`src/rtl/core/arbp_pkg.sv`:
```
`timescale 1ns / 1ps

package arbp_pkg;

  // Default pool geometry
  localparam int NUM_SLOTS_DEF  = 16;
  localparam int RING_DEPTH_DEF = 64;

  // Configuration port
  localparam int CFG_IDX_W  = 2;
  localparam int CFG_DATA_W = 8;
  localparam logic [CFG_IDX_W-1:0] CFG_TRAILS = 2'd0;
  localparam logic [CFG_IDX_W-1:0] CFG_LIMIT  = 2'd1;
  localparam logic [4:0] TRAILS_RESET = 5'd16;
  localparam logic [6:0] LIMIT_RESET  = 7'd64;

  // Allocation floors and unit direction
  localparam logic [31:0] MIN_LIFETIME = 32'd655;
  localparam logic [15:0] MIN_WIDTH    = 16'd26;
  localparam logic [14:0] UNIT_DIR     = 15'd16384;

  // Point word layout: {pos_y, pos_x, dir_y, dir_x, thickness, color, remaining life}
  localparam int LIFE_W  = 32;
  localparam int POINT_W = 64 + 32 + 16 + 32 + LIFE_W;

  // Request codes
  typedef enum logic [2:0] {
    REQ_ALLOC  = 3'd0,
    REQ_FREE   = 3'd1,
    REQ_APPEND = 3'd2,
    REQ_TICK   = 3'd3,
    REQ_CLEAR  = 3'd4
  } req_e;

  // Controller to datapath commands
  typedef struct packed {
    logic latch;
    logic alloc;
    logic free_slot;
    logic clear_all;
    logic norm_start;
    logic append;
    logic tick_init;
    logic next_slot;
    logic pt_init;
    logic pt_read;
    logic pt_write;
    logic slot_done;
    logic respond;
  } cmd_t;

  // Datapath to controller status
  typedef struct packed {
    logic [2:0] req;
    logic       app_ok;
    logic       dt_nz;
    logic       norm_done;
    logic       has_points;
    logic       last_slot;
    logic       last_point;
  } sts_t;

endpackage

```
`src/rtl/core/arbp_ctrl.sv`:
```
`timescale 1ns / 1ps

module arbp_ctrl import arbp_pkg::*; (
  input  logic clk_i,
  input  logic rst_ni,
  input  logic start_i,
  output logic busy_o,
  input  sts_t sts_i,
  output cmd_t cmd_o
);

  typedef enum logic [7:0] {
    S_IDLE   = 8'b00000001,
    S_DECODE = 8'b00000010,
    S_NORM   = 8'b00000100,
    S_TSLOT  = 8'b00001000,
    S_TRD    = 8'b00010000,
    S_TWR    = 8'b00100000,
    S_TEND   = 8'b01000000,
    S_RESP   = 8'b10000000
  } ctrl_state_e;

  ctrl_state_e state_q, state_d;

  // Issue commands per state
  always_comb begin
    cmd_o   = '0;
    state_d = state_q;
    case (state_q)
      S_IDLE: begin
        if (start_i) begin
          cmd_o.latch = 1'b1;
          state_d     = S_DECODE;
        end
      end
      S_DECODE: begin
        state_d = S_RESP;
        case (sts_i.req)
          REQ_ALLOC:  cmd_o.alloc = 1'b1;
          REQ_FREE:   cmd_o.free_slot = 1'b1;
          REQ_CLEAR:  cmd_o.clear_all = 1'b1;
          REQ_APPEND: begin
            if (sts_i.app_ok) begin
              cmd_o.norm_start = 1'b1;
              state_d          = S_NORM;
            end
          end
          REQ_TICK: begin
            if (sts_i.dt_nz) begin
              cmd_o.tick_init = 1'b1;
              state_d         = S_TSLOT;
            end
          end
          default: ;
        endcase
      end
      S_NORM: begin
        if (sts_i.norm_done) begin
          cmd_o.append = 1'b1;
          state_d      = S_RESP;
        end
      end
      S_TSLOT: begin
        if (sts_i.has_points) begin
          cmd_o.pt_init = 1'b1;
          state_d       = S_TRD;
        end else begin
          cmd_o.next_slot = 1'b1;
          if (sts_i.last_slot) state_d = S_RESP;
        end
      end
      S_TRD: begin
        cmd_o.pt_read = 1'b1;
        state_d       = S_TWR;
      end
      S_TWR: begin
        cmd_o.pt_write = 1'b1;
        state_d        = sts_i.last_point ? S_TEND : S_TRD;
      end
      S_TEND: begin
        cmd_o.slot_done = 1'b1;
        cmd_o.next_slot = 1'b1;
        state_d         = sts_i.last_slot ? S_RESP : S_TSLOT;
      end
      S_RESP: begin
        cmd_o.respond = 1'b1;
        state_d       = S_IDLE;
      end
      default: state_d = S_IDLE;
    endcase
  end

  always_ff @(posedge clk_i or negedge rst_ni) begin
    if (!rst_ni) begin
      state_q <= S_IDLE;
    end else begin
      state_q <= state_d;
    end
  end

  assign busy_o = (state_q != S_IDLE);

endmodule

```
`config.mk`:
```
export PLATFORM = sky130hd
export DESIGN_NAME = arbp_ctrl
export DESIGN_NICKNAME = d
export VERILOG_FILES = /design/src/rtl/core/arbp_pkg.sv /design/src/rtl/core/arbp_ctrl.sv
export SDC_FILE = /design/constraint.sdc
export NUM_CORES = 1
export LEC_CHECK = 0
export BUFFER_PORTS_ARGS = -buffer_cell sky130_fd_sc_hd__buf_2
export CAP_MARGIN = 25
export CELL_PAD_IN_SITES_DETAIL_PLACEMENT = 0
export CELL_PAD_IN_SITES_GLOBAL_PLACEMENT = 1
export CORE_UTILIZATION = 29
export CTS_CLUSTER_SIZE = 16
export DETAILED_ROUTE_END_ITERATION = 8
export PLACE_DENSITY = 0.84
export SLEW_MARGIN = 10
export SYNTH_ARGS = -nofsm -noshare
export SYNTH_HDL_FRONTEND = slang
export SYNTH_SLANG_ARGS = --single-unit
export TNS_END_PERCENT = 50
```
`constraint.sdc`:
```
create_clock -name clk_i -period 1.8 [get_ports clk_i]
set_clock_uncertainty 0.1 [all_clocks]
set_input_delay 0.09 -clock clk_i [delete_from_list [all_inputs] [get_ports clk_i]]
set_output_delay 0.09 -clock clk_i [all_outputs]
set_load 0.005 [all_outputs]
```
Word-level counts from Yosys, hierarchy flattened
Index checks and enable logic that the tools add are counted.
Widths: inputs -> output; s select.
{"block": "classes", "addsub": 0, "n_mul": 0, "div": 0, "order_cmp": 0, "eq_ne": 16, "n_shift": 0, "mux": 31, "bitwise": 0, "n_reduce_logical": 2}
{"cell": "$mux 8", "n": 7}
{"cell": "$pmux 8 s7", "n": 1}
{"cell": "$mux 1", "n": 19}
{"cell": "$pmux 8 s2", "n": 1}
{"cell": "$eq 8x1->1 const B", "n": 1}
{"cell": "$eq 8x2->1 const B", "n": 1}
{"cell": "$eq 8x3->1 const B", "n": 1}
{"cell": "$eq 8x4->1 const B", "n": 1}
{"cell": "$eq 8x5->1 const B", "n": 1}
{"cell": "$eq 8x6->1 const B", "n": 1}
{"cell": "$eq 8x7->1 const B", "n": 1}
{"cell": "$eq 8x8->1 const B", "n": 1}
{"cell": "$ne 8x1->1 const B", "n": 1}
{"cell": "$mux 7", "n": 1}
{"cell": "$eq 3x2->1 const B", "n": 2}
{"cell": "$mux 4", "n": 1}
{"cell": "$ne 2x2->1 const B", "n": 2}
{"cell": "$eq 3x1->1 const B", "n": 1}
{"cell": "$eq 3x3->1 const B", "n": 1}
{"cell": "$logic_not 3->1", "n": 1}
{"cell": "$ne 3x3->1 const B", "n": 1}
{"cell": "$reduce_and 3->1", "n": 1}
{"cell": "$pmux 1 s2", "n": 1}
{"block": "totals", "regBits": 8, "latch_bits": 0, "ramBits": 0, "rom_bits": 0, "out_inout_bits": 14, "elab_cells": 50, "mem_count": 0}

Logic depth before layout (Yosys ltp)
Gate-level depths: netlist of the first run.
{"block": "logic_depth", "word_depth": 3, "ltp_mapped": 5, "depth_no_buf": 5}

Worst setup path before layout of the first run
Ideal clock, no wire load.
{"block": "synth_timing", "path_kind": "register to register", "startpoint": "register state_q[4]", "endpoint": "register state_q[7]", "t_arrival_ps": 1525, "path_slack_ps": 102, "path_stages_with_launch": 5, "cell_sequence": "dfrtp_1 -> or4_4 -> or2_4 -> o221ai_1 -> a21boi_2"}
{"block": "synth_via", "elab_chain_cells": 3, "word_cells_on_any_way": 12, "classes_between": "10 x eq/ne; 1 x mux; 1 x reduce/logical"}
{"element": "start: declaration", "line": "arbp_ctrl.sv:23", "text": "ctrl_state_e state_q, state_d;"}
{"element": "start signal: assignment", "line": "arbp_ctrl.sv:97", "text": "state_q <= state_d;"}
{"element": "$eq 8x4->1 (tied with other cells)", "line": "arbp_ctrl.sv:29", "text": "case (state_q)"}
{"element": "$ne 3x3->1 (no line) or $ne 2x2->1 (tied branches)"}
{"element": "$reduce_and 3->1 (no line)"}
Several ways; a longest one is shown, not always the timed one.
A chain may end at the register's enable or synchronous reset.

==> metrics.md, run 1 <==
| Metric | Value |
|---|---|
| Outcome | complete, but fails checks |
| Failing checks | negative setup slack |
| DRC Markers | 0 |
| Worst slew pin tran | 0.345 ns |
| First DRT Iteration DRCs | 8 |
| Share of layout cells above drive strength 1 | 53.6% |
| Net Switching | 0.000288 W |
| Yosys reg bits | 8 |
| Starting density of the core | 32.2% |
| Htree depth | 1 |
| Crit-path max FO | 3 |
| Mapped Nets | 75 |
| CTS Buffer Depth | 2 |
| FF/Latch Area | 201 um2 |
| Sequential share of the synthesized area | 34.8% |
| Post-route clock period utilization | 112% |
| Worst reg-to-reg path cell count | 5 |
| Reg-to-Reg End | state_q[7] |
| Worst setup path class | flop to output pin |
| Antenna Violating Nets Remaining | 0 |
| Most frequent cells in the layout | buf_2 (24), buf_4 (15), dfrtp_1 (7) |
| Synthesized area | 579 um2 |
| F_max | 0.498 GHz |
| Commonest non-fill, non-tap cell in the layout | buf_2 |
| Clock root buffer | clkbuf_4 |
| Worst EP required | 1.61 ns |
| Footprint of the multi-input gates | 397 um2 |
| Max_cap viols | 0 |
| Hold Crit Depth | 3 |
| WP data arrival | 1.82 ns |
| Worst IR drop on VDD | 439 uV |
| Area growth syn-to-layout | 68.0% |
| Global Route Usage Sum | 16.3% |
| Clk sinks | 8 |
| Io pins | 26 |
| Post-DP HPWL | 1170 um |
| Global route overflow | 0 |
| Vias | 652 |
| Final Hold Vio Count | 0 |
| Area of placed instances | 811 um2 |
| Setup Viol. Count Final | 12 |
| First-pass iteration count of the detailed router | 4 |
| # diodes | 0 |
| Largest regs | state_q x8 |
| Hold crit path type | primary input to flop |
| Power per standard cell area | 855 nW/um2 |
| Synth Instances | 63 |
| Clock Latency Late Sink | 0.26 ns |
| Sw Share | 34.6% |
| Combinational share of power | 53.2% |
| Final Net Count | 125 |
| Die Wd | 46.7 um |
| Routed WL per cell | 11.7 um |
| R2r startpoint | state_q[2] |
| Port Buf Inserts | 25 |
| Cell row count | 15 |
| Largest Register | state_q |
| Distinct cells, synth | 33 |
| RSZ-0062 raised after global routing | true |
| CTS buffer count | 3 |
| Clock transition at path regs | 0.06 ns |
| Final core utilization | 54.0% |
| Hold Path End | state_q[2] |
| Internal | 0.000544 W |
| Pin count of the biggest net entering global routing | 9 |
| Clock network fraction of total power | 18.1% |
| Vias in the first global route | 567 |
| Worst reg2reg setup slack | -0.01 ns |
| Fin area | 973 um2 |
| CORE AREA | 1800 um2 |
| Largest register FFs | 8 |
| CP endpoint kind | output pin |
| Via-to-Cell Ratio | 4.76 |
| Slew HR | 76.9% |
| Antenna violations before repair | 0 |
| Sequential power share | 28.7% |
| Die Area | 2180 um2 |
| CTS tree | yes |
| First-pass GRT wire length | 2440 um |
| HP Start | sts_i[3] |
| Final worst slack | -0.207 ns |
| Die Ht | 46.7 um |
| Final GP Congestion | 0.756 |
| Fillers | 179 |
| Leak | 0.529 nW |
| Avg Synthesized Cell Area | 9.20 um2 |
| Routed WL | 1610 um |
| Minimum clock period | 2.01 ns |
| Worst setup SP type | flop |
| Max-slew violations | 0 |
| Syn. warnings | 0 |
-- routing by layer --
layer / routed length, um / up-vias / share of wire [%] / global-route usage (%)
met5: 0 / - / 0 / 0
met4: 0 / 0 / 0 / 3.43
met3: 63 / 0 / 3.9 / 5.88
met2: 777 / 16 / 48 / 27.2
met1: 767 / 300 / 48 / 20.1
li1: - / 336 / - / -
-- synthesized netlist by cell type --
master / n / area (um2)
nand3_1: 1 / 5.00
a21oi_1: 1 / 5.00
inv_1: 6 / 22.5
o21ai_0: 1 / 5.00
dfrtp_1: 7 / 175
nor3_2: 1 / 10.0
a22o_1: 1 / 8.76
nor2b_1: 2 / 12.5
nor4_2: 1 / 12.5
xnor2_1: 1 / 8.76
dfstp_2: 1 / 26.3
mux2i_1: 1 / 10.0
a21o_1: 1 / 7.51
or4b_1: 1 / 10.0
and3_1: 2 / 12.5
nor4_1: 2 / 12.5
o221ai_1: 1 / 8.76
o22ai_1: 1 / 6.26
o21bai_1: 1 / 7.51
or2_4: 1 / 8.76
and4_1: 1 / 8.76
nand4b_1: 2 / 17.5
nor2_1: 7 / 26.3
a31o_2: 1 / 8.76
a21boi_2: 1 / 11.3
and2_1: 2 / 12.5
and4b_1: 2 / 20.0
nand2_1: 3 / 11.3
or4_4: 1 / 11.3
nor3b_1: 5 / 37.5
xor2_1: 1 / 8.76
o211ai_1: 2 / 15.0
nor4b_2: 1 / 15.0
-- metrics by stage --
| step | TNS (ns) | hold WS, ns | std cells | total power (W) | setup slack [ns] |
|---|---|---|---|---|---|
| finish | -1.00 | 0.0548 | 137 | 0.000832 | -0.207 |
| CTS | -1.29 | 0.0468 | 137 | 0.000813 | -0.208 |
| global placement | 0 | -0.162 | 123 | 0.000571 | 0.0460 |
| global route | -2.18 | 0.0667 | 137 | 0.000898 | -0.285 |
| floorplan | 0 | -0.306 | 63 | 0.000428 | 0.102 |
| detailed placement | 0 | -0.164 | 123 | 0.000573 | 0.0221 |
-- worst max-delay path: stages (launching register included) --
cell and delay [ns]:
dfrtp_1 0.42, or4_4 0.51, or2_4 0.26, nor4b_2 0.23, buf_2 0.14
-- worst max path at each step --
stage                          start    endpoint
final                     state_q[2]    cmd_o[9]
after detailed placement  state_q[5]    cmd_o[9]
after global placement    state_q[7]    cmd_o[9]
after floorplan           state_q[4]  state_q[7]
after CTS                 state_q[5]    cmd_o[9]
after global routing      state_q[6]    cmd_o[9]
-- power by group through the flow --
stage	registers, W	clock network [W]	logic [W]
floorplan	0.000248	0	0.000180
global placement	0.000250	0	0.000321
detailed placement	0.000251	0	0.000322
CTS	0.000235	0.000158	0.000419
global route	0.000242	0.000168	0.000487
finish	0.000239	0.000151	0.000443
-- area by class of cell --
| class | instances | share of cell area [%] |
|---|---|---|
| flip-flops and latches | 8 | 20.7 |
| well taps | 25 | 3.21 |
| repair buffers | 45 | 30.3 |
| multi-input cells | 49 | 40.7 |
| clock buffers | 4 | 2.70 |
| inverters | 6 | 2.31 |
-- timing repair --
| item | in CTS | in global routing |
|---|---|---|
| hold buffers | 4 | 0 |
| buffers inserted | 6 | 0 |
| gates resized for setup | 8 | 3 |
| endpoints found under the setup margin | 9 | 16 |
| pin swaps | 6 | 3 |
| hold endpoints to repair | 13 | 0 |
-- kinds of logic (layout without fill, tap and decap cells) --
| logic type | after synthesis | count (layout) | share of synthesized area, % |
|---|---|---|---|
| flip-flops | 8 | 8 | 34.8 |
| AO/OA/AOI/OAI | 11 | 11 | 14.5 |
| XOR/XNOR | 2 | 2 | 3.02 |
| buffers and inverters | 6 | 55 | 3.89 |
| AND/OR/NAND/NOR | 35 | 35 | 42.1 |
| multiplexers | 1 | 1 | 1.73 |
No activity file was read; power rests on OpenSTA's default activity.
==> inputs of run 2 (changes only) <==
--- a/config.mk
+++ b/config.mk
@@ -9,10 +9,11 @@
 export CAP_MARGIN = 25
 export CELL_PAD_IN_SITES_DETAIL_PLACEMENT = 0
 export CELL_PAD_IN_SITES_GLOBAL_PLACEMENT = 1
-export CORE_UTILIZATION = 29
+export CORE_UTILIZATION = 31
+export CTS_BUF_LIST = sky130_fd_sc_hd__clkbuf_2 sky130_fd_sc_hd__clkbuf_4 sky130_fd_sc_hd__clkbuf_8
 export CTS_CLUSTER_SIZE = 16
 export DETAILED_ROUTE_END_ITERATION = 8
-export PLACE_DENSITY = 0.84
+export PLACE_DENSITY = 0.88
 export SLEW_MARGIN = 10
 export SYNTH_ARGS = -nofsm -noshare
 export SYNTH_HDL_FRONTEND = slang
==> run 2 against run 1 <==
Against the previous run:
- the run still ends with negative setup slack left
- sequential power increased by 4%
- power decreased by 2.0%
- combinational power decreased by 10%
- flip-flop and latch count unchanged
- utilization increased by 1.6 points
- final cell count decreased by 0.73%
- via count increased by 2.9%
- non-clock buffer count decreased by 1
- sequential share of layout area increased by 0.053 points
- die area decreased by 6.2%
- cell area decreased by 0.26%
- worst setup slack got worse by 0.044 ns
- highest routed layer is now met4
==> metrics.md, run 2 (same netlist as run 1, synthesis figures left out) <==
| Metric | Value |
|---|---|
| Port Buf Inserts | 25 |
| Post-DP HPWL | 1200 um |
| CORE AREA | 1750 um2 |
| Routed WL | 1740 um |
| Setup Viol. Count Final | 11 |
| F_max | 0.487 GHz |
| Antenna Violating Nets Remaining | 0 |
| Area of placed instances | 803 um2 |
| Htree depth | 1 |
| CTS tree | yes |
| Final Instance Count excl. Fillers | 136 |
| Largest regs | state_q x8 |
| Fin area | 971 um2 |
| Vias | 671 |
| Final Net Count | 124 |
| Worst EP required | 1.61 ns |
| Worst setup SP type | flop |
| Slew HR | 72.1% |
| Failing checks | negative setup slack |
| Starting density of the core | 33.2% |
| Crit-path max FO | 3 |
| Share of layout cells above drive strength 1 | 55.0% |
| Final GP Congestion | 0.774 |
| Hold crit path type | primary input to flop |
| Clock Latency Late Sink | 0.26 ns |
| Die Ht | 45.2 um |
| Top Usage Layer GRT | met2 |
| First-pass iteration count of the detailed router | 4 |
| Final worst slack | -0.251 ns |
| First DRT Iteration DRCs | 5 |
| RSZ-0062 raised after global routing | true |
| Largest Register | state_q |
| GR Layer Usage met2 | 29.0% |
| Io pins | 26 |
| Die Area | 2050 um2 |
| Hold Path End | state_q[2] |
| Pin count of the biggest net entering global routing | 9 |
| Largest register FFs | 8 |
| Most frequent cells in the layout | buf_2 (25), buf_4 (14), nor2_1 (7), dfrtp_1 (7), inv_1 (6) |
| Worst slew pin tran | 0.417 ns |
| CP endpoint kind | output pin |
| Clock transition at path regs | 0.06 ns |
| Worst setup path class | flop to output pin |
| First-pass GRT wire length | 2570 um |
| Antenna violations before repair | 0 |
| Outcome | complete, but fails checks |
| WP data arrival | 1.86 ns |
| R2r startpoint | state_q[5] |
| Worst reg2reg setup slack | -0.07 ns |
| Worst IR drop on VDD | 595 uV |
| Post-route clock period utilization | 114% |
| Leak | 0.534 nW |
| Placed insts | 122 |
| Global Route Usage Sum | 18.8% |
| M1 GR Usage | 21.8% |
| # diodes | 0 |
| Routed WL per cell | 12.8 um |
| Worst reg-to-reg path cell count | 5 |
| DRC Markers | 0 |
| Global route overflow | 0 |
| HP Start | sts_i[3] |
| Area growth syn-to-layout | 67.6% |
| Max_cap viols | 0 |
| Via-to-Cell Ratio | 4.93 |
| Reg-to-Reg End | state_q[7] |
| Die Wd | 45.2 um |
| Clk sinks | 8 |
| Vias in the first global route | 605 |
| Commonest non-fill, non-tap cell in the layout | buf_2 |
| Cell row count | 15 |
| Hold Crit Depth | 3 |
| Final Hold Vio Count | 0 |
| CTS Buffer Depth | 2 |
| Clock root buffer | clkbuf_4 |
| GR Layer Usage met3 | 7.60% |
| Power per standard cell area | 840 nW/um2 |
| CTS buffer count | 3 |
| Max-slew violations | 0 |
| Minimum clock period | 2.05 ns |
## run 2: timing repair
item / CTS / global route
hold buffers: 4 / 0
gates resized for setup: 9 / 3
pin swaps: 4 / 5
setup endpoints to repair: 8 / 13
setup buffers: 4 / 2
hold endpoints to repair: 13 / 0
## run 2: per-layer routing
metal  vias to the layer above  wire length (um)  part of all wire, %
met4                         0                50                  2.9
met2                        17               882                   51
met5                         -                 0                    0
li1                        335                 -                    -
met1                       313               731                   42
met3                         6                74                  4.3
## run 2: through the flow
stage	worst slack (ns)	power, W	setup TNS, ns	hold WS (ns)	util (%)
after CTS	-0.236	0.000803	-1.14	0.0753	53.7
after global routing	-0.286	0.000874	-2.21	0.0743	55.6
after global placement	0.0447	0.000569	0	-0.161	46.0
after floorplan	0.102	0.000428	0	-0.306	-
after detailed placement	0.00889	0.000575	0	-0.157	46.0
final	-0.251	0.000816	-1.13	0.0722	55.6
## run 2: final cells by class
class                   instances  area, um2
clock buffers                   4       30.0
fillers                       168        774
inverters                       6       22.5
multi-input cells              49        404
flip-flops and latches          8        201
well taps                      25       31.3
repair buffers                 44        282
## run 2: power by group
group	internal, W	switching (W)	total, W
clock network	0.000100	0.0000683	0.000169
registers	0.000216	0.0000328	0.000249
logic	0.000212	0.000186	0.000398
total	0.000529	0.000287	0.000816
## run 2: worst max-delay path by stage
stage | startpoint | to
6_report | state_q[5] | cmd_o[11]
5_1_grt | state_q[5] | cmd_o[11]
4_1_cts | state_q[7] | cmd_o[9]
3_5_place_dp | state_q[7] | cmd_o[9]
3_3_place_gp | state_q[7] | cmd_o[9]
2_1_floorplan | state_q[4] | state_q[7]
## run 2: worst max-delay path: stages (launching register included)
cell	delay (ns)
dfrtp_1	0.38
or4_4	0.55
or2_4	0.29
nor4_2	0.20
buf_2	0.17
